<file path="config.mk">
export PLATFORM = sky130hd
export DESIGN_NAME = dbs_sequencer
export DESIGN_NICKNAME = d
export VERILOG_FILES = /design/src/rtl/core/dbs_pkg.sv /design/src/rtl/core/dbs_sequencer.sv
export SDC_FILE = /design/constraint.sdc
export NUM_CORES = 1
export LEC_CHECK = 0
export BUFFER_PORTS_ARGS = -buffer_cell sky130_fd_sc_hd__buf_2
export CAP_MARGIN = 20
export CORE_ASPECT_RATIO = 1.25
export CORE_MARGIN = 2
export CORE_UTILIZATION = 49
export CTS_CLUSTER_DIAMETER = 200
export DETAILED_ROUTE_END_ITERATION = 8
export GPL_TIMING_DRIVEN = 0
export PLACE_DENSITY = 0.86
export SYNTH_ARGS = -nofsm -noshare
export SYNTH_HDL_FRONTEND = slang
export SYNTH_SLANG_ARGS = --single-unit
export TNS_END_PERCENT = 20
</file>
<file path="constraint.sdc">
create_clock -name clock -period 10.6 [get_ports clock]
set_input_delay 2.12 -clock clock [delete_from_list [all_inputs] [get_ports clock]]
set_output_delay 2.12 -clock clock [all_outputs]
set_load 0.01 [all_outputs]
</file>
<file path="src/rtl/core/dbs_pkg.sv">
// ----------------------------------------------------------------------------
// Depth background subtractor package
// Shared types, register indexes and default values for the subtractor core.
// ----------------------------------------------------------------------------
package dbs_pkg;

   localparam int MAX_PIXELS_DEFAULT         = 524288;
   localparam int RATE_FRACTION_BITS_DEFAULT = 16;

   localparam int DEPTH_W    = 16;
   localparam int RATE_W     = 17;
   localparam int FRAME_W    = 20;
   localparam int CSR_IDX_W  = 3;
   localparam int CSR_DATA_W = 20;

   localparam logic [DEPTH_W-1:0] NO_VALUE  = 16'hFFFF;
   localparam logic [DEPTH_W-1:0] COUNT_MAX = 16'hFFFF;

   localparam logic [CSR_IDX_W-1:0] CSR_ENABLE        = 3'd0;
   localparam logic [CSR_IDX_W-1:0] CSR_AVERAGE_RATE  = 3'd1;
   localparam logic [CSR_IDX_W-1:0] CSR_TOLERANCE     = 3'd2;
   localparam logic [CSR_IDX_W-1:0] CSR_NO_DATA_EN    = 3'd3;
   localparam logic [CSR_IDX_W-1:0] CSR_NO_DATA_THR   = 3'd4;
   localparam logic [CSR_IDX_W-1:0] CSR_FRAME_PIXELS  = 3'd5;

   localparam logic [RATE_W-1:0]  RESET_AVERAGE_RATE = 17'd6554;
   localparam logic [DEPTH_W-1:0] RESET_TOLERANCE    = 16'd0;
   localparam logic [DEPTH_W-1:0] RESET_NO_DATA_THR  = 16'd10;
   localparam logic [FRAME_W-1:0] RESET_FRAME_PIXELS = 20'd307200;

   typedef struct packed {
      logic               enable;
      logic [RATE_W-1:0]  average_rate;
      logic [DEPTH_W-1:0] tolerance;
      logic               no_data_reset_enable;
      logic [DEPTH_W-1:0] no_data_threshold;
      logic [FRAME_W-1:0] frame_pixels;
   } cfg_type;

   typedef struct packed {
      logic               valid;
      logic               process;
      logic               capture;
      logic               last;
      logic [DEPTH_W-1:0] depth;
   } item_type;

   typedef struct packed {
      logic               valid;
      logic [DEPTH_W-1:0] foreground_depth;
      logic               subtracted;
      logic               frame_end;
   } result_type;

   typedef enum logic {
      SEQ_CLEAR,
      SEQ_RUN
   } seq_state_type;

endpackage

</file>
<file path="src/rtl/core/dbs_sequencer.sv">
// ----------------------------------------------------------------------------
// Depth background subtractor sequencer
// Clearing pass after reset, pixel position, frame capture tracking and
// input admission with same-pixel hazard checking.
// ----------------------------------------------------------------------------
module dbs_sequencer import dbs_pkg::*; #(
   parameter int MAX_PIXELS = MAX_PIXELS_DEFAULT,
   localparam int ADDR_W = $clog2(MAX_PIXELS)
) (
   input  logic               clock,
   input  logic               reset,
   input  cfg_type            cfg,
   input  logic               en,
   input  logic               req_valid,
   input  logic [DEPTH_W-1:0] req_depth,
   input  logic               req_capture,
   output logic               req_ready,
   input  logic               s1_valid,
   input  logic [ADDR_W-1:0]  s1_addr,
   input  logic               s2_valid,
   input  logic [ADDR_W-1:0]  s2_addr,
   output item_type           s0_item,
   output logic [ADDR_W-1:0]  s0_addr,
   output logic               clearing,
   output logic [ADDR_W-1:0]  clear_addr
);

   localparam int SW = (ADDR_W + 1 > FRAME_W) ? ADDR_W + 1 : FRAME_W;
   localparam logic [SW-1:0]     SIZE_MAX  = SW'(MAX_PIXELS);
   localparam logic [ADDR_W-1:0] CLEAR_END = ADDR_W'(MAX_PIXELS - 1);

   seq_state_type     state_ff;
   seq_state_type     state_in;
   logic [ADDR_W-1:0] clear_cnt_ff;
   logic [ADDR_W-1:0] clear_cnt_in;
   logic [ADDR_W-1:0] pos_ff;
   logic [ADDR_W-1:0] pos_in;
   logic              bg_valid_ff;
   logic              bg_valid_in;
   logic              all_cap_ff;
   logic              all_cap_in;

   logic              running;
   logic              hazard;
   logic              accept;
   logic              last;
   logic              all_cap_next;
   logic [SW-1:0]     fp_ext;
   logic [SW-1:0]     size;

   always_comb begin
      state_in = state_ff;
      unique case (state_ff)
         SEQ_CLEAR: begin
            if (clear_cnt_ff == CLEAR_END) begin
               state_in = SEQ_RUN;
            end
         end
         SEQ_RUN: state_in = SEQ_RUN;
         default: state_in = SEQ_CLEAR;
      endcase
   end

   always_comb begin
      running  = 1'b0;
      clearing = 1'b0;
      unique case (state_ff)
         SEQ_CLEAR: clearing = 1'b1;
         SEQ_RUN:   running  = 1'b1;
         default:   clearing = 1'b1;
      endcase
   end

   assign clear_addr   = clear_cnt_ff;
   assign clear_cnt_in = clearing ? clear_cnt_ff + ADDR_W'(1) : clear_cnt_ff;

   assign fp_ext = SW'(cfg.frame_pixels);
   always_comb begin
      if (fp_ext == '0) begin
         size = SW'(1);
      end else if (fp_ext > SIZE_MAX) begin
         size = SIZE_MAX;
      end else begin
         size = fp_ext;
      end
   end

   assign last   = (SW'(pos_ff) + SW'(1)) >= size;
   assign hazard = (s1_valid && (s1_addr == pos_ff)) || (s2_valid && (s2_addr == pos_ff));

   assign req_ready = running && en && !hazard;
   assign accept    = req_valid && req_ready;

   assign all_cap_next = all_cap_ff && cfg.enable && req_capture;

   always_comb begin
      pos_in      = pos_ff;
      bg_valid_in = bg_valid_ff;
      all_cap_in  = all_cap_ff;
      if (accept) begin
         if (last) begin
            pos_in      = '0;
            bg_valid_in = bg_valid_ff || all_cap_next;
            all_cap_in  = 1'b1;
         end else begin
            pos_in     = pos_ff + ADDR_W'(1);
            all_cap_in = all_cap_next;
         end
      end
   end

   always_ff @(posedge clock) begin
      if (reset) begin
         state_ff     <= SEQ_CLEAR;
         clear_cnt_ff <= '0;
         pos_ff       <= '0;
         bg_valid_ff  <= 1'b0;
         all_cap_ff   <= 1'b1;
      end else begin
         state_ff     <= state_in;
         clear_cnt_ff <= clear_cnt_in;
         pos_ff       <= pos_in;
         bg_valid_ff  <= bg_valid_in;
         all_cap_ff   <= all_cap_in;
      end
   end

   assign s0_addr         = pos_ff;
   assign s0_item.valid   = accept;
   assign s0_item.process = cfg.enable && (bg_valid_ff || req_capture);
   assign s0_item.capture = req_capture;
   assign s0_item.last    = last;
   assign s0_item.depth   = req_depth;

endmodule

</file>
==> key figures <==
Global route
  • GRT overflow: 0
  • Initial antenna violation count: 0
  • Largest net degree at the start of global routing: 13
  • First-pass GRT wire length: about 16 mm
  • Vias in the first global route: about 3.4k
  • Total global-route track usage: around a quarter

Synthesis
  • Post-synth EDFFs: 0
  • Synth warn: 0
  • Synth area leader: dfxtp_1
  • Sequential cell area fraction in the yosys report: between 20% and 30%
  • Syn avg cell area: between 8 and 9 um^2
  • Share of the synthesized area in the top cell type: ~24%
  • Post-synth top cells: xnor2_1 (52), nand2_1 (44), dfxtp_1 (41)
  • Seq cells post-synth: 41
  • Syn nets: between 500 and 600
  • Cells after synthesis: around 420
  • Ranking of synthesized cells by area: dfxtp_1 (24%), xnor2_1 (14%), ha_1 (8.2%), buf_4 (5.1%), nand2_1 (4.9%)
  • FFs w/ async S/R, synth: 0%
  • Yosys cell types: 44
  • Ys flop type: dfxtp_1
  • Cell with the most instances after synthesis: xnor2_1
  • Post-Syn Area: around 3400 um^2

Timing
  • Fin Setup TNS: 0 ns
  • Min Tclk post-route: roughly 7.5 ns
  • Final Hold Vio Count: 0
  • Slew headroom: around 60%
  • Worst-margin pin slew: ~0.6 ns
  • Final Skew: ~0.011 ns
  • Final Max Tran Viols: 0
  • Max Freq: roughly 130 MHz
  • RSZ-0062 raised after global routing: false
  • Final cycle utilization of the critical path: 70.7%
  • Hold Slack: between 0.4 and 0.5 ns
  • Setup violations, final: 0

Setup path
  • CP startpoint kind: input port
  • WP data arrival: 5.37 ns
  • CP peak stage delay: about 0.52 ns
  • CP cell instances: buf_2 -> nor4_1 -> nand4_1 -> or4_1 -> nand2_1 -> nand2_1 -> ha_1 -> a21oi_1 -> o21ai_0 -> a221oi_1 -> o31ai_1 -> nor2_1 -> inv_1 -> buf_4 -> buf_2
  • Maximum fanout along the worst path: 9
  • Worst setup EP type: primary output
  • Slowest stage cell on the critical path: nor4_1
  • CP delay by family, top: simple AND/OR/NAND/NOR gates
  • CP required: 8.48 ns
  • Bufs and invs on worst path: 4
  • CP Class: in -> out

Layout
  • Area delta synth->final: 24.5%
  • Share of layout cells above drive strength 1: 33.2%
  • Footprint of the multi-input gates: 2120 um^2
  • Layout net count: between 700 and 800
  • Design area: 4180 um^2
  • Register area: just over 800 um^2
  • Number of diodes: 0
  • FILL cells: between 600 and 700

Drt
  • Initial DRC Count: 194
  • Routed via count: ~3.5k
  • Final wirelength: 9.84 mm
  • TritonRoute pass-1 iters: 5
  • DR WL/cell: ~15 um
  • Drt drc: 0
  • Antenna viol nets, final: 0
  • Via-to-Cell Ratio: roughly 5.5

Clock network
  • H-tree depth: 2
  • CTS sink count: 41
  • CTS hold repair buffers: 0
  • Post-CTS sizing: 0
  • Worst skew pair latency: 0.29 ns
  • Clock root buffer: clkbuf_8
  • Postcts setup bufs: 0
  • Clock-pin transition on the worst setup and hold timing paths: 0.07 ns
  • Inserted Clock Buffers: 5
  • CTS tree: built
  • CTS max path bufs: 2

Power and ir drop
  • P per Cell Area: roughly 74 nW/um^2
  • Power Total: 0.311 mW
  • Clock group share of total power: between 30% and 40%
  • Reg power frac: between 50 and 60%
  • Int Pwr: ~0.23 mW
  • Comb pwr share: 16.3%
  • Peak VDD IR: 0.0000820 V
  • Sw Ratio: 25.3%
  • P_leak: approximately 1.9 nW
  • Total net switching power: roughly 0.08 mW

Placed design
  • Dpl cell area: 4090 um^2
  • Hpwl dp: ~8.1 mm
  • PortBufs: between 100 and 150
  • Placer Congestion: just over 0.9

Hold path
  • Class of the worst hold path: reg -> reg

Flow run
  • Max cap viols: 0

Floorplanning
  • Initial Util: 50.9%
  • Std cell rows: 33
  • Core area: between 6000 and 7000 um^2
  • Die W: approximately 80 um
  • Die area: around 7500 um^2
  • I/O Pins: roughly 190
  • Die Span Y: about 97 um

Status
  • Outcome: completed
## cell usage in the layout (no fill, tap or decap), types with 2 or more instances in the layout
cell      Yosys  routed
dfxtp_1      41      41
a21o_1        6       6
or3_2         2       2
inv_1        13      13
nor4_1        5       5
buf_6         6       6
buf_4        23      23
buf_2         5     130
xnor2_1      52      52
clkbuf_1      6       6
or4_1         2       2
a32o_1        6       6
o21ai_0       9       9
a21oi_1      21      21
nor2b_1       3       3
nor3_1       13      13
o21a_1        3       3
nand3_1      24      24
nand4_1      20      20
o32ai_1       6       6
clkbuf_8      4      10
xor2_1       18      18
nand3_4       2       2
clkbuf_2      3       3
ha_1         22      22
and3_1        5       5
nand2_1      44      44
or3_1         4       4
nor2_1       34      34
## flip-flops by register name (all words and copies together), names as in the netlist
name	cells
bg_valid_ff	1
s0_addr	19
state_ff	1
clear_addr	19
all_cap_ff	1
## final cells by class
| type | instances | share of cell area (%) |
|---|---|---|
| Clock inverter | 1 | 0.179 |
| Buffer | 48 | 8.79 |
| Tap cell | 87 | 2.60 |
| Inverter | 13 | 1.17 |
| Multi-Input combinational cell | 315 | 50.7 |
| Sequential cell | 41 | 19.6 |
| Timing Repair Buffer | 125 | 15.0 |
| Clock buffer | 6 | 1.97 |
## cells by family after synthesis
| kind of cell | Yosys count | share of synthesized area [%] |
|---|---|---|
| simple gates | 164 | 24.8 |
| xor+xnor | 70 | 18.2 |
| buf+inv | 61 | 12.4 |
| compound gates | 58 | 11.6 |
| flops | 41 | 24.4 |
| fa+ha+maj | 22 | 8.19 |
| mux | 1 | 0.298 |
## layer usage
layer	vias up	track usage [%]	share of wire, %
met1	1571	30.3	40
met2	191	49.1	49
met4	0	8.48	2.6
met5	-	0	0
met3	26	3.81	8.0
li1	1687	-	-
## power groups by stage
stage          Clock (mW)  Sequential (mW)  Combinational (mW)
3_5_place_dp            0            0.160              0.0507
6_report            0.105            0.156              0.0509
5_1_grt             0.114            0.156              0.0563
4_1_cts             0.106            0.156              0.0509
3_3_place_gp            0            0.160              0.0496
2_1_floorplan           0            0.160              0.0261
## metrics by stage
step | setup WS, ns | instances | utilization, %
finish | 3.11 | 636 | 63.3
global route | 2.87 | 636 | 63.3
CTS | 3.18 | 636 | 63.3
detailed placement | 3.18 | 629 | 62.0
global placement | 3.17 | 629 | 62.0
floorplan | 4.09 | 417 | -
## final timing paths
kind | from | to | slack [ns] | cells after the start
worst max register to register | s0_addr[0] | s0_addr[10] | 6.60 | 16
worst min-delay path | bg_valid_ff | bg_valid_ff | 0.47 | 1
worst max-delay path | cfg[3] | s0_item[16] | 3.11 | 15
worst min register to register | bg_valid_ff | bg_valid_ff | 0.47 | 1
Note: power is estimated with default switching activity, not from simulation.
