$ cat src/rtl/core/dbs_pkg.sv
// ----------------------------------------------------------------------------
// Depth background subtractor package
// Shared types, register indexes and default values for the subtractor core.
// ----------------------------------------------------------------------------
package dbs_pkg;

   localparam int MAX_PIXELS_DEFAULT         = 524288;
   localparam int RATE_FRACTION_BITS_DEFAULT = 16;

   localparam int DEPTH_W    = 16;
   localparam int RATE_W     = 17;
   localparam int FRAME_W    = 20;
   localparam int CSR_IDX_W  = 3;
   localparam int CSR_DATA_W = 20;

   localparam logic [DEPTH_W-1:0] NO_VALUE  = 16'hFFFF;
   localparam logic [DEPTH_W-1:0] COUNT_MAX = 16'hFFFF;

   localparam logic [CSR_IDX_W-1:0] CSR_ENABLE        = 3'd0;
   localparam logic [CSR_IDX_W-1:0] CSR_AVERAGE_RATE  = 3'd1;
   localparam logic [CSR_IDX_W-1:0] CSR_TOLERANCE     = 3'd2;
   localparam logic [CSR_IDX_W-1:0] CSR_NO_DATA_EN    = 3'd3;
   localparam logic [CSR_IDX_W-1:0] CSR_NO_DATA_THR   = 3'd4;
   localparam logic [CSR_IDX_W-1:0] CSR_FRAME_PIXELS  = 3'd5;

   localparam logic [RATE_W-1:0]  RESET_AVERAGE_RATE = 17'd6554;
   localparam logic [DEPTH_W-1:0] RESET_TOLERANCE    = 16'd0;
   localparam logic [DEPTH_W-1:0] RESET_NO_DATA_THR  = 16'd10;
   localparam logic [FRAME_W-1:0] RESET_FRAME_PIXELS = 20'd307200;

   typedef struct packed {
      logic               enable;
      logic [RATE_W-1:0]  average_rate;
      logic [DEPTH_W-1:0] tolerance;
      logic               no_data_reset_enable;
      logic [DEPTH_W-1:0] no_data_threshold;
      logic [FRAME_W-1:0] frame_pixels;
   } cfg_type;

   typedef struct packed {
      logic               valid;
      logic               process;
      logic               capture;
      logic               last;
      logic [DEPTH_W-1:0] depth;
   } item_type;

   typedef struct packed {
      logic               valid;
      logic [DEPTH_W-1:0] foreground_depth;
      logic               subtracted;
      logic               frame_end;
   } result_type;

   typedef enum logic {
      SEQ_CLEAR,
      SEQ_RUN
   } seq_state_type;

endpackage

$ cat src/rtl/core/dbs_csr.sv
// ----------------------------------------------------------------------------
// Depth background subtractor configuration registers
// Write-only register file decoded from the plain write port.
// ----------------------------------------------------------------------------
module dbs_csr import dbs_pkg::*; (
   input  logic                  clock,
   input  logic                  reset,
   input  logic                  csr_wr_en,
   input  logic [CSR_IDX_W-1:0]  csr_index,
   input  logic [CSR_DATA_W-1:0] csr_wdata,
   output cfg_type               cfg
);

   cfg_type cfg_ff;
   cfg_type cfg_in;

   always_comb begin
      cfg_in = cfg_ff;
      if (csr_wr_en) begin
         unique case (csr_index)
            CSR_ENABLE:       cfg_in.enable               = csr_wdata[0];
            CSR_AVERAGE_RATE: cfg_in.average_rate         = csr_wdata[RATE_W-1:0];
            CSR_TOLERANCE:    cfg_in.tolerance            = csr_wdata[DEPTH_W-1:0];
            CSR_NO_DATA_EN:   cfg_in.no_data_reset_enable = csr_wdata[0];
            CSR_NO_DATA_THR:  cfg_in.no_data_threshold    = csr_wdata[DEPTH_W-1:0];
            CSR_FRAME_PIXELS: cfg_in.frame_pixels         = csr_wdata[FRAME_W-1:0];
            default: begin
            end
         endcase
      end
   end

   always_ff @(posedge clock) begin
      if (reset) begin
         cfg_ff.enable               <= 1'b1;
         cfg_ff.average_rate         <= RESET_AVERAGE_RATE;
         cfg_ff.tolerance            <= RESET_TOLERANCE;
         cfg_ff.no_data_reset_enable <= 1'b1;
         cfg_ff.no_data_threshold    <= RESET_NO_DATA_THR;
         cfg_ff.frame_pixels         <= RESET_FRAME_PIXELS;
      end else begin
         cfg_ff <= cfg_in;
      end
   end

   assign cfg = cfg_ff;

endmodule

$ cat config.mk
export PLATFORM = sky130hd
export DESIGN_NAME = dbs_csr
export DESIGN_NICKNAME = d
export VERILOG_FILES = /design/src/rtl/core/dbs_pkg.sv /design/src/rtl/core/dbs_csr.sv
export SDC_FILE = /design/constraint.sdc
export NUM_CORES = 1
export LEC_CHECK = 0
export ABC_CLOCK_PERIOD_IN_PS = 1000
export BUFFER_PORTS_ARGS = -buffer_cell sky130_fd_sc_hd__buf_2
export CORE_ASPECT_RATIO = 1.4
export CORE_MARGIN = 5
export CORE_UTILIZATION = 45
export CTS_CLUSTER_DIAMETER = 50
export DETAILED_ROUTE_END_ITERATION = 8
export GPL_TIMING_DRIVEN = 0
export PLACE_DENSITY = 0.71
export SLEW_MARGIN = 20
export SYNTH_ARGS = -nofsm -noshare
export SYNTH_HDL_FRONTEND = slang
export SYNTH_SLANG_ARGS = --single-unit
$ cat constraint.sdc
create_clock -name clock -period 1 [get_ports clock]
set_input_delay 0.05 -clock clock [delete_from_list [all_inputs] [get_ports clock]]
set_output_delay 0.05 -clock clock [all_outputs]
set_load 0.005 [all_outputs]
==> reports/qor.txt, run 1 <==
Outcome: finished, final reports clean
Worst Reg-to-Reg Cells: 2
CP arrival: 830 ps
Post-DRT Antenna Nets: 0
I/O Buffers: 95
Cell Pwr Density: 1446 mW/mm2
Post-synth ARST share: 0%
Most frequent cell after synthesis: nand2b_1
Max Cap Viol: 0
Mean post-synth cell area: 10.77 um2
WP buf/inv: 1
Fill cells: 587
Root Buffer: clkbuf_8
Clk_lat worst skew: 330 ps
Setup repair after global routing missed its margin: false
R2r setup slk: 380 ps
Final Hold Violating Endpoints: 0
Setup Crit Path Kind: flop to output port
Met3 WL: 341 um
Drt drc: 0
Hold-fix buffer count after cts: 8
VDD IR max: 0.9340 mV
Yosys reg bits: 71
CTS resizes: 0
Hold Crit Class: primary input to flop
Tightest Pin Transition: 509.3 ps
Number of synthesized flops with an enable pin: 0
CTS tree: yes
R2R Path End: cfg[61]
Compound-cell area share of the yosys netlist: 0%
Initial Util: 46.52%
Crit-path cells: buf_2
Vias in the first global route: 2343
Gp weighted congestion: 0.7944
Unique cell type count in the Yosys netlist: 16
Cell Area, Synth: 0.002909 mm2
Die X-Extent: 77.95 um
Nets@finish: 410
Detailed placement HPWL: 5.420 mm
Worst r2r src: cfg[61]
Rows: 34
Synth top area cells: dfxtp_1 49%, mux2i_1 24%, nand2b_1 16%
First-pass GRT wire length: 11.67 mm
Pleak: 1.823 nW
Pin count of the biggest net entering global routing: 11
Mapped Cells: 270
WHS Endpoint: cfg[70]
Max frequency: 1140 MHz
Die H: 105.1 um
Commonest cells post-synth: 75 x nand2b_1, 71 x dfxtp_1, 71 x mux2i_1
Worst-path clk slew: 70 ps
Yosys Warn Count: 0
Required time of the critical path: 950 ps
Share of cells above drive strength 1: 31.52%
Crit-path max FO: 2
Syn nets: 296
Post-Synth Simple-Gate Area: 22.62%
Max Root-Sink Buffers: 2
Hold Startpoint: csr_wdata[0]
Critical path endpoint category: output port
Hold Path Depth: 3
Worst clock skew: 0 ps
Synth Area in Adders: 0%
Detailed Routing Iterations Pass 1: 4
Pins Over Slew Limit: 0
Initial drt markers: 68
Sink Count: 71
Total I/O pin count: 97
Antenna violations before repair: 0
DP Area: 0.003475 mm2
Startpoint type of the worst setup path: flop
Top routing layer in use: met4
Area Overhead vs Synth: 27.83%
Final wirelength: 7.307 mm
Metal2 WL: 3.766 mm
Post-Synth XOR/XNOR Area: 0%
Final setup fails: 0
Worst path top cell family by delay: flip-flops
Relative slew slack: 66.05%
Sequential area share after synthesis: 48.86%
Multiplexer share of the synthesized area: 24.43%
Final instance area: 0.003719 mm2
Slowest-stage cell, CP: dfxtp_1
Core ar.: 0.006254 mm2
Number of setup buffers added after CTS: 0
Total CTS buffers: 9
Tot GR Track Use: 18.06%
Via count: 2248
Max reg flops: 71
Share of the synthesized area in the top cell type: 48.86%
Area leader, netlist: dfxtp_1
GRT overflow: 0
Routed len/inst: 15.92 um
Met1 wire length: 3.060 mm
Power, Total: 5.376 mW
Routed vias/inst: 4.898
DIE AREA: 0.008195 mm2
Ys flop type: dfxtp_1
Number of H-tree levels: 3
Crit share post-route: 87.70%
Slowest cell delay on critical path: 360 ps
TNS Setup: 0 ps
Largest family of logic cells by synthesized area: multiplexers
Ant diodes: 0
Final min period: 877.0 ps
## logic make-up (layout without fill, tap and decap cells)
logic type / count (synthesis) / in the layout
buf+inv: 19 / 136
flops: 71 / 71
mux: 71 / 71
simple gates: 109 / 109
## where the power goes
part | internal (mW) | switching [mW] | leakage, nW | total, mW
combinational | 0.243 | 0.239 | 1.16 | 0.482
sequential | 2.89 | 0.0335 | 0.575 | 2.92
clock | 1.01 | 0.963 | 0.0854 | 1.97
## cells in the final DEF, fill, tap and decap left out, types with 2 or more instances in the layout
master	count
buf_2	102
nand2b_1	75
mux2i_1	71
dfxtp_1	71
nor2_1	26
clkbuf_8	11
clkbuf_1	9
dlygate4sd3_1	8
buf_6	2
nand4bb_1	2
buf_4	2
## routing by layer
layer | vias up | track usage, %
li1 | 1116 | -
met1 | 1059 | 21.09
met2 | 63 | 31.24
met3 | 10 | 4.389
met4 | 0 | 7.246
met5 | - | 0
## how the worst max path moves through the flow
stage	start	to	cells past startpoint
floorplan	csr_index[2]	cfg[42]	4
global placement	csr_index[2]	cfg[45]	5
detailed placement	reset	cfg[61]	5
CTS	cfg[51]	cfg[51]	1
global route	cfg[55]	cfg[55]	1
finish	cfg[51]	cfg[51]	1
## area by class of cell
class,count,area [um2],area share [%]
buffer,19,118.9,3.196
multi-input combinational,180,1369,36.81
sequential,71,1421,38.22
clock inverter,1,5.005,0.1346
timing repair buffer,103,555.5,14.94
clock buffer,13,158.9,4.273
tap,72,90.09,2.423
## through the flow
stage	setup slack, ps	hold slack [ps]	util [%]	std cells
floorplan	187.8	205.3	-	270
global placement	-33.20	312.8	55.56	437
detailed placement	-100.9	314.4	55.56	437
CTS	104.6	7.039	59.46	459
global route	79.88	20.57	59.46	459
finish	123.0	12.76	59.46	459
Note: power is estimated with default switching activity, not from simulation.
==> run 2, diff against run 1 <==
- CELL_PAD_IN_SITES_DETAIL_PLACEMENT: default -> 0
- CELL_PAD_IN_SITES_GLOBAL_PLACEMENT: default -> 2
- CORE_UTILIZATION: 45 -> 30
- PLACE_DENSITY: 0.71 -> 0.77
==> reports/qor.txt, run 2 (same netlist as run 1, synthesis figures left out) <==
R2r setup slk: 390 ps
Drt drc: 0
Core ar.: 0.009459 mm2
Post-Place Cells: 475
DP Area: 0.003522 mm2
Area Overhead vs Synth: 34.37%
VDD IR max: 0.8334 mV
Clk_lat worst skew: 330 ps
Setup crit start: cfg[3]
Switching portion of total power: 21.06%
Relative slew slack: 61.79%
CTS tree: yes
Crit-path cells: buf_2
Final setup fails: 0
Worst path top cell family by delay: flip-flops
Tot GR Track Use: 14.14%
Sink Count: 71
Worst r2r src: cfg[13]
TNS Setup: 0 ps
Post-DRT Antenna Nets: 0
Detailed Routing Iterations Pass 1: 4
Pre-CTS setup slack: -99.04 ps
Internal power: 5.620 mW
First-pass GRT wire length: 12.45 mm
WP buf/inv: 1
Max frequency: 1166 MHz
Root Buffer: clkbuf_16
Outcome: finished, final reports clean
Clock share of power: 52.2%
Initial Util: 30.75%
Comb power frac: 6.7%
Nets@finish: 406
Final wirelength: 8.084 mm
DIE AREA: 0.01179 mm2
Final min period: 857.7 ps
Crit path depth: 1
Worst-path clk slew: 60 ps
Pins Over Slew Limit: 0
Number of H-tree levels: 3
Non-filler instance count after layout: 495
Total CTS buffers: 9
Gp weighted congestion: 0.7578
Worst clock skew: 0 ps
Fin util: 41.32%
R2R Path End: cfg[13]
Max Cap Viol: 0
Switching power: 1.499 mW
Antenna violations before repair: 0
Seq pwr share: 41.1%
Crit-path max FO: 2
Power, Total: 7.119 mW
Initial drt markers: 45
Setup Crit Path Kind: flop to output port
Setup repair after global routing missed its margin: false
Die H: 126.5 um
Slowest cell delay on critical path: 350 ps
Routed vias/inst: 4.455
Commonest non-fill, non-tap cell in the layout: buf_2
Cell Pwr Density: 1821 mW/mm2
Pin count of the biggest net entering global routing: 13
Max reg flops: 71
Vias in the first global route: 2273
Via count: 2205
CP arrival: 810 ps
Required time of the critical path: 950 ps
Total I/O pin count: 97
Final WS setup: 142.3 ps
Critical path endpoint category: output port
Routed len/inst: 16.33 um
Hold Crit Class: primary input to flop
Detailed placement HPWL: 5.910 mm
Tightest Pin Transition: 573.2 ps
Worst Reg-to-Reg Cells: 2
Slowest-stage cell, CP: dfxtp_1
Pleak: 1.890 nW
GRT overflow: 0
I/O Buffers: 95
Hold Slack: 7.539 ps
Share of cells above drive strength 1: 32.73%
Startpoint type of the worst setup path: flop
Crit path to: cfg[3]
Max Root-Sink Buffers: 2
Final instance area: 0.003909 mm2
Most frequent cells in the layout: 102 x buf_2, 75 x nand2b_1, 71 x mux2i_1, 71 x dfxtp_1, 26 x nor2_1
Die X-Extent: 93.23 um
Ant diodes: 0
Crit share post-route: 85.77%
Rows: 42
Final Hold Violating Endpoints: 0
## run 2: routing by layer
| metal | routed length (um) | global-route usage, % | vias up |
|---|---|---|---|
| met5 | 0 | 0 | - |
| met4 | 179 | 7.506 | 0 |
| met3 | 387 | 3.318 | 13 |
| met2 | 4042 | 23.50 | 55 |
| met1 | 3474 | 16.71 | 1022 |
| li1 | - | - | 1115 |
## run 2: power groups by stage
stage               logic (mW)  clock network, mW  registers [mW]
finish                   0.479               3.71            2.92
detailed placement       0.479                  0            2.99
CTS                      0.493               3.81            2.93
floorplan                0.253                  0            2.99
global placement         0.475                  0            2.99
global route             0.533               3.92            2.93
## run 2: repair_timing
item,CTS,global route
hold buffers,4,0
gates resized for setup,0,0
endpoints found under the hold margin,4,0
setup buffers,0,0
## run 2: final cells by class
type                    count  area [um2]
fillers                   970        5550
flip-flops and latches     71        1421
multi-input cells         180        1369
repair buffers             99       515.5
clock buffers              10       239.0
well taps                 110       137.6
plain buffers              19       118.9
clock inverters             6       107.6
## run 2: worst min path at each step
| stage | slack [ps] | start | depth (start not counted) | to |
|---|---|---|---|---|
| after detailed placement | 330 | csr_wdata[19] | 3 | cfg[19] |
| after CTS | 2 | csr_wdata[7] | 3 | cfg[60] |
| after global routing | 10 | csr_wdata[0] | 3 | cfg[36] |
| final | 8 | csr_wdata[8] | 3 | cfg[61] |
| after floorplan | 210 | csr_wdata[17] | 2 | cfg[17] |
| after global placement | 320 | csr_wdata[18] | 3 | cfg[18] |
