File: src/rtl/core/dbs_pkg.sv
// ----------------------------------------------------------------------------
// Depth background subtractor package
// Shared types, register indexes and default values for the subtractor core.
// ----------------------------------------------------------------------------
package dbs_pkg;

   localparam int MAX_PIXELS_DEFAULT         = 524288;
   localparam int RATE_FRACTION_BITS_DEFAULT = 16;

   localparam int DEPTH_W    = 16;
   localparam int RATE_W     = 17;
   localparam int FRAME_W    = 20;
   localparam int CSR_IDX_W  = 3;
   localparam int CSR_DATA_W = 20;

   localparam logic [DEPTH_W-1:0] NO_VALUE  = 16'hFFFF;
   localparam logic [DEPTH_W-1:0] COUNT_MAX = 16'hFFFF;

   localparam logic [CSR_IDX_W-1:0] CSR_ENABLE        = 3'd0;
   localparam logic [CSR_IDX_W-1:0] CSR_AVERAGE_RATE  = 3'd1;
   localparam logic [CSR_IDX_W-1:0] CSR_TOLERANCE     = 3'd2;
   localparam logic [CSR_IDX_W-1:0] CSR_NO_DATA_EN    = 3'd3;
   localparam logic [CSR_IDX_W-1:0] CSR_NO_DATA_THR   = 3'd4;
   localparam logic [CSR_IDX_W-1:0] CSR_FRAME_PIXELS  = 3'd5;

   localparam logic [RATE_W-1:0]  RESET_AVERAGE_RATE = 17'd6554;
   localparam logic [DEPTH_W-1:0] RESET_TOLERANCE    = 16'd0;
   localparam logic [DEPTH_W-1:0] RESET_NO_DATA_THR  = 16'd10;
   localparam logic [FRAME_W-1:0] RESET_FRAME_PIXELS = 20'd307200;

   typedef struct packed {
      logic               enable;
      logic [RATE_W-1:0]  average_rate;
      logic [DEPTH_W-1:0] tolerance;
      logic               no_data_reset_enable;
      logic [DEPTH_W-1:0] no_data_threshold;
      logic [FRAME_W-1:0] frame_pixels;
   } cfg_type;

   typedef struct packed {
      logic               valid;
      logic               process;
      logic               capture;
      logic               last;
      logic [DEPTH_W-1:0] depth;
   } item_type;

   typedef struct packed {
      logic               valid;
      logic [DEPTH_W-1:0] foreground_depth;
      logic               subtracted;
      logic               frame_end;
   } result_type;

   typedef enum logic {
      SEQ_CLEAR,
      SEQ_RUN
   } seq_state_type;

endpackage

File: src/rtl/core/dbs_update.sv
// ----------------------------------------------------------------------------
// Depth background subtractor update pipeline
// Zero-run and blend products, average write-back with background capture,
// and the foreground decision, over three register stages.
// ----------------------------------------------------------------------------
module dbs_update import dbs_pkg::*; #(
   parameter int MAX_PIXELS         = MAX_PIXELS_DEFAULT,
   parameter int RATE_FRACTION_BITS = RATE_FRACTION_BITS_DEFAULT,
   localparam int ADDR_W = $clog2(MAX_PIXELS)
) (
   input  logic                 clock,
   input  logic                 reset,
   input  logic                 en,
   input  cfg_type              cfg,
   input  item_type             s0_item,
   input  logic [ADDR_W-1:0]    s0_addr,
   input  logic [DEPTH_W-1:0]   rd_avg,
   input  logic [DEPTH_W-1:0]   rd_zero,
   input  logic [DEPTH_W-1:0]   rd_bg,
   output logic                 st_wr_en,
   output logic [ADDR_W-1:0]    wr_addr,
   output logic [2*DEPTH_W-1:0] st_wr_data,
   output logic                 bg_wr_en,
   output logic [DEPTH_W-1:0]   bg_wr_data,
   output logic                 s1_valid,
   output logic [ADDR_W-1:0]    s1_addr,
   output logic                 s2_valid,
   output logic [ADDR_W-1:0]    s2_addr,
   output result_type           result
);

   localparam int AW   = RATE_FRACTION_BITS + 1;
   localparam int CW   = (AW > RATE_W) ? AW : RATE_W;
   localparam int PW   = DEPTH_W + AW;
   localparam int SUMW = PW + 1;
   localparam logic [CW-1:0] ONE_CW = CW'(1) << RATE_FRACTION_BITS;

   item_type           s1_item_ff;
   logic [ADDR_W-1:0]  s1_addr_ff;

   item_type           s2_item_ff;
   logic [ADDR_W-1:0]  s2_addr_ff;
   logic [PW-1:0]      prod_keep_ff;
   logic [PW-1:0]      prod_new_ff;
   logic [DEPTH_W-1:0] avg_pre_ff;
   logic               blend_ff;
   logic [DEPTH_W-1:0] zero_ff;
   logic [DEPTH_W-1:0] bg_old_ff;

   item_type           s3_item_ff;
   logic [DEPTH_W-1:0] s3_bg_ff;

   logic [CW-1:0]      rate_ext;
   logic [AW-1:0]      a_eff;
   logic [AW-1:0]      keep_w;
   logic [PW-1:0]      prod_keep_in;
   logic [PW-1:0]      prod_new_in;
   logic [DEPTH_W-1:0] avg_pre_in;
   logic               blend_in;
   logic [DEPTH_W-1:0] zero_in;
   logic [DEPTH_W-1:0] count_up;

   logic [SUMW-1:0]    sum;
   logic [DEPTH_W-1:0] avg_new;
   logic [DEPTH_W-1:0] bg_new;
   logic [DEPTH_W-1:0] s3_bg_in;

   logic [DEPTH_W:0]   limit;
   logic               keep;

   assign rate_ext = CW'(cfg.average_rate);
   assign a_eff    = (rate_ext > ONE_CW) ? AW'(ONE_CW) : AW'(rate_ext);
   assign keep_w   = AW'(ONE_CW) - a_eff;

   // Stage 1: memory data has arrived; form the blend products and zero run.
   assign count_up = (rd_zero == COUNT_MAX) ? COUNT_MAX : rd_zero + DEPTH_W'(1);

   always_comb begin
      zero_in    = rd_zero;
      avg_pre_in = rd_avg;
      blend_in   = 1'b0;
      if (!s1_item_ff.process) begin
         zero_in = '0;
      end else if (s1_item_ff.depth != '0) begin
         zero_in    = '0;
         avg_pre_in = s1_item_ff.depth;
         blend_in   = (rd_avg != NO_VALUE);
      end else if (cfg.no_data_reset_enable) begin
         zero_in = count_up;
         if (count_up >= cfg.no_data_threshold) begin
            avg_pre_in = NO_VALUE;
         end
      end
   end

   assign prod_keep_in = PW'(rd_avg) * PW'(keep_w);
   assign prod_new_in  = PW'(s1_item_ff.depth) * PW'(a_eff);

   // Stage 2: finish the average, write it back and capture the background.
   assign sum     = SUMW'(prod_keep_ff) + SUMW'(prod_new_ff);
   assign avg_new = blend_ff ? sum[RATE_FRACTION_BITS +: DEPTH_W] : avg_pre_ff;
   assign bg_new  = (avg_new == '0) ? NO_VALUE : avg_new;

   assign st_wr_en   = en && s2_item_ff.valid;
   assign wr_addr    = s2_addr_ff;
   assign st_wr_data = {zero_ff, avg_new};
   assign bg_wr_en   = en && s2_item_ff.valid && s2_item_ff.process && s2_item_ff.capture;
   assign bg_wr_data = bg_new;
   assign s3_bg_in   = (s2_item_ff.process && s2_item_ff.capture) ? bg_new : bg_old_ff;

   // Stage 3: for a processed pixel, keep it only where background minus depth exceeds tolerance.
   assign limit = {1'b0, s3_item_ff.depth} + {1'b0, cfg.tolerance};
   assign keep  = {1'b0, s3_bg_ff} > limit;

   always_comb begin
      result.valid      = s3_item_ff.valid;
      result.frame_end  = s3_item_ff.last;
      if (!s3_item_ff.process || keep) begin
         result.foreground_depth = s3_item_ff.depth;
      end else begin
         result.foreground_depth = '0;
      end
      result.subtracted = (result.foreground_depth != s3_item_ff.depth);
   end

   always_ff @(posedge clock) begin
      if (reset) begin
         s1_item_ff.valid <= 1'b0;
         s2_item_ff.valid <= 1'b0;
         s3_item_ff.valid <= 1'b0;
      end else if (en) begin
         s1_item_ff.valid <= s0_item.valid;
         s2_item_ff.valid <= s1_item_ff.valid;
         s3_item_ff.valid <= s2_item_ff.valid;
      end
      if (en) begin
         s1_item_ff.process <= s0_item.process;
         s1_item_ff.capture <= s0_item.capture;
         s1_item_ff.last    <= s0_item.last;
         s1_item_ff.depth   <= s0_item.depth;
         s1_addr_ff         <= s0_addr;

         s2_item_ff.process <= s1_item_ff.process;
         s2_item_ff.capture <= s1_item_ff.capture;
         s2_item_ff.last    <= s1_item_ff.last;
         s2_item_ff.depth   <= s1_item_ff.depth;
         s2_addr_ff         <= s1_addr_ff;
         prod_keep_ff       <= prod_keep_in;
         prod_new_ff        <= prod_new_in;
         avg_pre_ff         <= avg_pre_in;
         blend_ff           <= blend_in;
         zero_ff            <= zero_in;
         bg_old_ff          <= rd_bg;

         s3_item_ff.process <= s2_item_ff.process;
         s3_item_ff.capture <= s2_item_ff.capture;
         s3_item_ff.last    <= s2_item_ff.last;
         s3_item_ff.depth   <= s2_item_ff.depth;
         s3_bg_ff           <= s3_bg_in;
      end
   end

   assign s1_valid = s1_item_ff.valid;
   assign s1_addr  = s1_addr_ff;
   assign s2_valid = s2_item_ff.valid;
   assign s2_addr  = s2_addr_ff;

endmodule

File: config.mk
export PLATFORM = sky130hd
export DESIGN_NAME = dbs_update
export DESIGN_NICKNAME = d
export VERILOG_FILES = /design/src/rtl/core/dbs_pkg.sv /design/src/rtl/core/dbs_update.sv
export SDC_FILE = /design/constraint.sdc
export NUM_CORES = 2
export LEC_CHECK = 0
export BUFFER_PORTS_ARGS = -buffer_cell sky130_fd_sc_hd__buf_2
export CORE_MARGIN = 4
export CORE_UTILIZATION = 62
export CTS_CLUSTER_DIAMETER = 80
export DETAILED_ROUTE_END_ITERATION = 16
export GPL_TIMING_DRIVEN = 0
export PLACE_DENSITY = 0.84
export SLEW_MARGIN = 20
export SYNTH_ARGS = -nofsm -noshare
export SYNTH_HDL_FRONTEND = slang
export SYNTH_SLANG_ARGS = --single-unit
export TNS_END_PERCENT = 50
File: constraint.sdc
create_clock -name clock -period 11.5 [get_ports clock]
set_input_delay 2.3 -clock clock [delete_from_list [all_inputs] [get_ports clock]]
set_output_delay 2.3 -clock clock [all_outputs]
set_load 0.02 [all_outputs]
==> summary.md <==
| Metric | Value |
|---|---|
| P per Cell Area | 269.7 mW/mm^2 |
| DR iter-0 viols | 2160 |
| Tmin final | 11240 ps |
| Post-Synth Adder-Cell Area | 40.44% |
| Slew @ Worst Pin | about 1000 ps |
| Antenna viol nets, final | 0 |
| H-tree levels | 1 |
| Synth Instances | 2995 |
| Synth Area in XOR/XNOR | 3.082% |
| First-pass GRT wire length | 127400 um |
| Number of CTS-inserted buffers | 25 |
| R2R depth | 23 |
| Area contributors post-synth | fa_1, edfxtp_1, ha_1 |
| Yosys cell types | 79 |
| Synth Area in Simple Gates | roughly 16% |
| Row count | 79 |
| Async set-reset flop share out of synthesis | 0% |
| CP max stage delay | 540 ps |
| Routed wire length | 81960 um |
| TritonRoute pass-1 iters | 6 |
| Vias in the first global route | 23940 |
| WHS Path Cells | 0 |
| Min-Delay Endpoint | s3_item_ff[1] |
| Relative slew slack | 30.03% |
| Hold Crit Start | s2_item_ff[1] |
| Synth-to-Final Area Change | 10.19% |
| Mapped Avg Cell Area | 9.773 sq um |
| Final Cycle Share | 97.72% |
| IO buf count | 254 |
| Clock buffer depth | 3 |
| Largest family of logic cells by synthesized area | adder cells |
| Largest net degree at the start of global routing | around 110 |
| Complex-gate fraction of the synthesized area | 7.793% |
| Peak VDD IR | slightly below 0.0003 V |
| Synth area leader | fa_1 |
| Post-CTS Setup Bufs | 0 |
| Crit Path Class | input pin to flop |
| Net Count, Synth | 3853 |
| Leakage | roughly 16 nW |
| RSZ-0062 raised after global routing | no |
| Fill cells | 3479 |
| Global placement routability congestion | 0.9855 |
| DR vias/cell | 5.945 |
| Slowest CP cell | fa_1 |
| Total global-route track usage | 31.97% |
| Family with the most delay on the worst path | adder cells |
| Synth Flop Type | edfxtp_1 |
| Die height | 225.3 um |
| Post-synth EDFFs | 223 |
| Initial Util | between 60% and 70% |
| FF/Latch Area | 0.006756 sq mm |
| Critical path's most frequent cell | fa_1 |
| Crit path arrival time | 11530 ps |
| Worst-path maximum fanout | 10 |
| Initial antenna violation count | 3 |
| Final Hold Vio Count | 0 |
| Min-delay worst type | flop to flop |
| Yosys warnings | 0 |
| I/O pin total | 289 |
| Layout Skew | 26.45 ps |
| Status | completed |
| Mapped Area | 0.02927 sq mm |
| Via count | 23210 |
| Final instance area | 0.03225 sq mm |
| Share of cells above drive strength 1 | 11.20% |
| Worst reg2reg path startpoint | s1_item_ff[6] |
| Seq/Total Area, Yosys | 23.08% |
| Width of the die | 225.3 um |
| Final net count | 4135 |
| TritonCTS clock tree | done |
| Reg2reg end | prod_new_ff[31] |
| Mux cell area share after synthesis | 0.5301% |
| Max Cap Viol | 0 |
| CP Capture Type | flop |
| Hpwl dp | 66590 um |
| CP bufs+invs | 6 |
| Final core utilization | 69.13% |
| Max-slew violation count | 0 |
| Clk root buf | clkbuf_16 |
| TritonCTS Sinks | roughly 230 |
| Clk slew on worst S/H paths | approximately 60 ps |
| GRT overflow | 0 |
| F_max | 0.08898 GHz |
| Worst-Skew Late Latency | 540 ps |
| Seq cells post-synth | 226 |
| Reg2reg setup slack | 3810 ps |
| Die footprint | 0.05075 sq mm |
| Final-report setup violation count | 0 |
| WL per Instance | 21.00 um |
| Yosys top cell area share | about 28% |
| Core Box Area | between 0.04 and 0.05 sq mm |
| Required time of the critical path | 11790 ps |
| Area of the multi-input gates | between 0.015 and 0.02 sq mm |
| DRC | 0 |
| CP startpoint kind | input pin |
| Placed cell area | 0.03137 sq mm |
area by class of cell:
cell class                 instances  share of cell area (%)
multi-input combinational       2097                   61.80
antenna                            2                 0.01552
buffer                           151                   2.087
clock inverter                    18                  0.6479
sequential                       226                   20.95
tap                              607                   2.355
inverter                         519                   6.040
timing repair buffer             257                   4.159
clock buffer                      26                   1.951
synthesized netlist by cell type, types with 10 or more instances:
| cell | count |
|---|---|
| nand3_1 | 29 |
| and3_1 | 49 |
| xor2_1 | 35 |
| o21a_1 | 17 |
| nor2b_1 | 22 |
| xnor2_1 | 68 |
| nand4_1 | 19 |
| a211oi_1 | 10 |
| or3_1 | 13 |
| nand2_1 | 405 |
| nand2b_1 | 38 |
| mux2i_1 | 11 |
| fa_1 | 415 |
| inv_1 | 519 |
| nor4_1 | 11 |
| a21o_1 | 42 |
| o21ai_0 | 41 |
| edfxtp_1 | 223 |
| nor3_1 | 18 |
| and2_1 | 222 |
| ha_1 | 282 |
| nor2_1 | 96 |
| o31a_1 | 20 |
| buf_4 | 21 |
| a311oi_1 | 11 |
| a21oi_1 | 91 |
| buf_1 | 11 |
| o21bai_1 | 12 |
| clkbuf_1 | 116 |
worst max path at each step:
| stage | from | endpoint | slack (ps) | cells after the start |
|---|---|---|---|---|
| final | cfg[61] | prod_keep_ff[25] | 260 | 31 |
| after global routing | cfg[61] | prod_keep_ff[25] | 10 | 31 |
| after CTS | cfg[69] | prod_keep_ff[25] | 110 | 32 |
| after global placement | cfg[69] | prod_keep_ff[30] | -1230 | 32 |
| after detailed placement | cfg[69] | prod_keep_ff[25] | -1340 | 33 |
| after floorplan | cfg[69] | prod_keep_ff[25] | 1100 | 31 |
sequential cells by signal, indices dropped and copies added, names as in the netlist, 16 cells and up:
signal and flops:
avg_pre_ff 16, bg_old_ff 16, prod_keep_ff 32, prod_new_ff 32
s1_addr 19, s1_item_ff 19, s2_addr 19, s2_item_ff 19
s3_bg_ff 16, s3_item_ff 17, zero_ff 16
report_power, final:
part	leakage (nW)	switching [mW]	total [mW]	internal, mW
Sequential	2.22	0.0927	1.40	1.31
Clock	0.416	0.335	0.825	0.490
Combinational	13.1	3.90	6.47	2.57
Total	15.7	4.33	8.70	4.37
per-layer routing:
metal	GRT usage, %	part of all wire, %
met5	0	0.017
met3	7.086	11
met1	41.85	38
met2	53.16	47
met4	11.22	3.8
cell families after synthesis:
| kind of cell | count (synthesis) |
|---|---|
| compound gates | 330 |
| xor+xnor | 103 |
| fa+ha+maj | 697 |
| buf+inv | 672 |
| flops | 226 |
| mux | 15 |
| simple gates | 952 |
cells in the final DEF (no fill, tap or decap), types with 7 or more instances in the layout:
| cell type | Yosys | routed |
|---|---|---|
| nor3_1 | 18 | 18 |
| ha_1 | 282 | 282 |
| o31ai_1 | 9 | 9 |
| buf_4 | 21 | 21 |
| nor2b_1 | 22 | 21 |
| a21o_1 | 42 | 42 |
| o21bai_1 | 12 | 12 |
| inv_1 | 519 | 519 |
| a211oi_1 | 10 | 10 |
| xnor2_1 | 68 | 68 |
| o21a_1 | 17 | 17 |
| o31a_1 | 20 | 20 |
| buf_1 | 11 | 11 |
| nand3_1 | 29 | 29 |
| fa_1 | 415 | 415 |
| or3_1 | 13 | 13 |
| clkbuf_16 | 0 | 25 |
| a31oi_1 | 8 | 8 |
| nand4_1 | 19 | 19 |
| nand2_1 | 405 | 405 |
| mux2i_1 | 11 | 11 |
| nand2b_1 | 38 | 38 |
| nor4_1 | 11 | 11 |
| nor2_1 | 96 | 95 |
| buf_2 | 3 | 258 |
| edfxtp_1 | 223 | 223 |
| xor2_1 | 35 | 34 |
| and3_1 | 49 | 49 |
| a21oi_1 | 91 | 88 |
| o211ai_1 | 9 | 9 |
| a311oi_1 | 11 | 11 |
| a31oi_2 | 7 | 7 |
| clkbuf_1 | 116 | 108 |
| o21ai_0 | 41 | 41 |
| and2_1 | 222 | 221 |
stage by stage:
step	setup TNS, ps	instances	hold slack (ps)	power [mW]	setup slack, ps
4_1_cts	0	3903	420.0	8.575	111.1
2_1_floorplan	0	2995	400.3	5.913	1097
3_5_place_dp	-9751	3859	405.4	7.693	-1337
6_report	0	3903	419.3	8.700	262.1
5_1_grt	0	3901	420.4	9.405	9.840
3_3_place_gp	-11490	3856	401.7	7.427	-1235
repair_timing:
item / in CTS / in global routing
setup endpoints to repair: 9 / 4
resized for setup: 13 / 4
hold buffers: 0 / 0
Note: power is estimated with default switching activity, not from simulation.
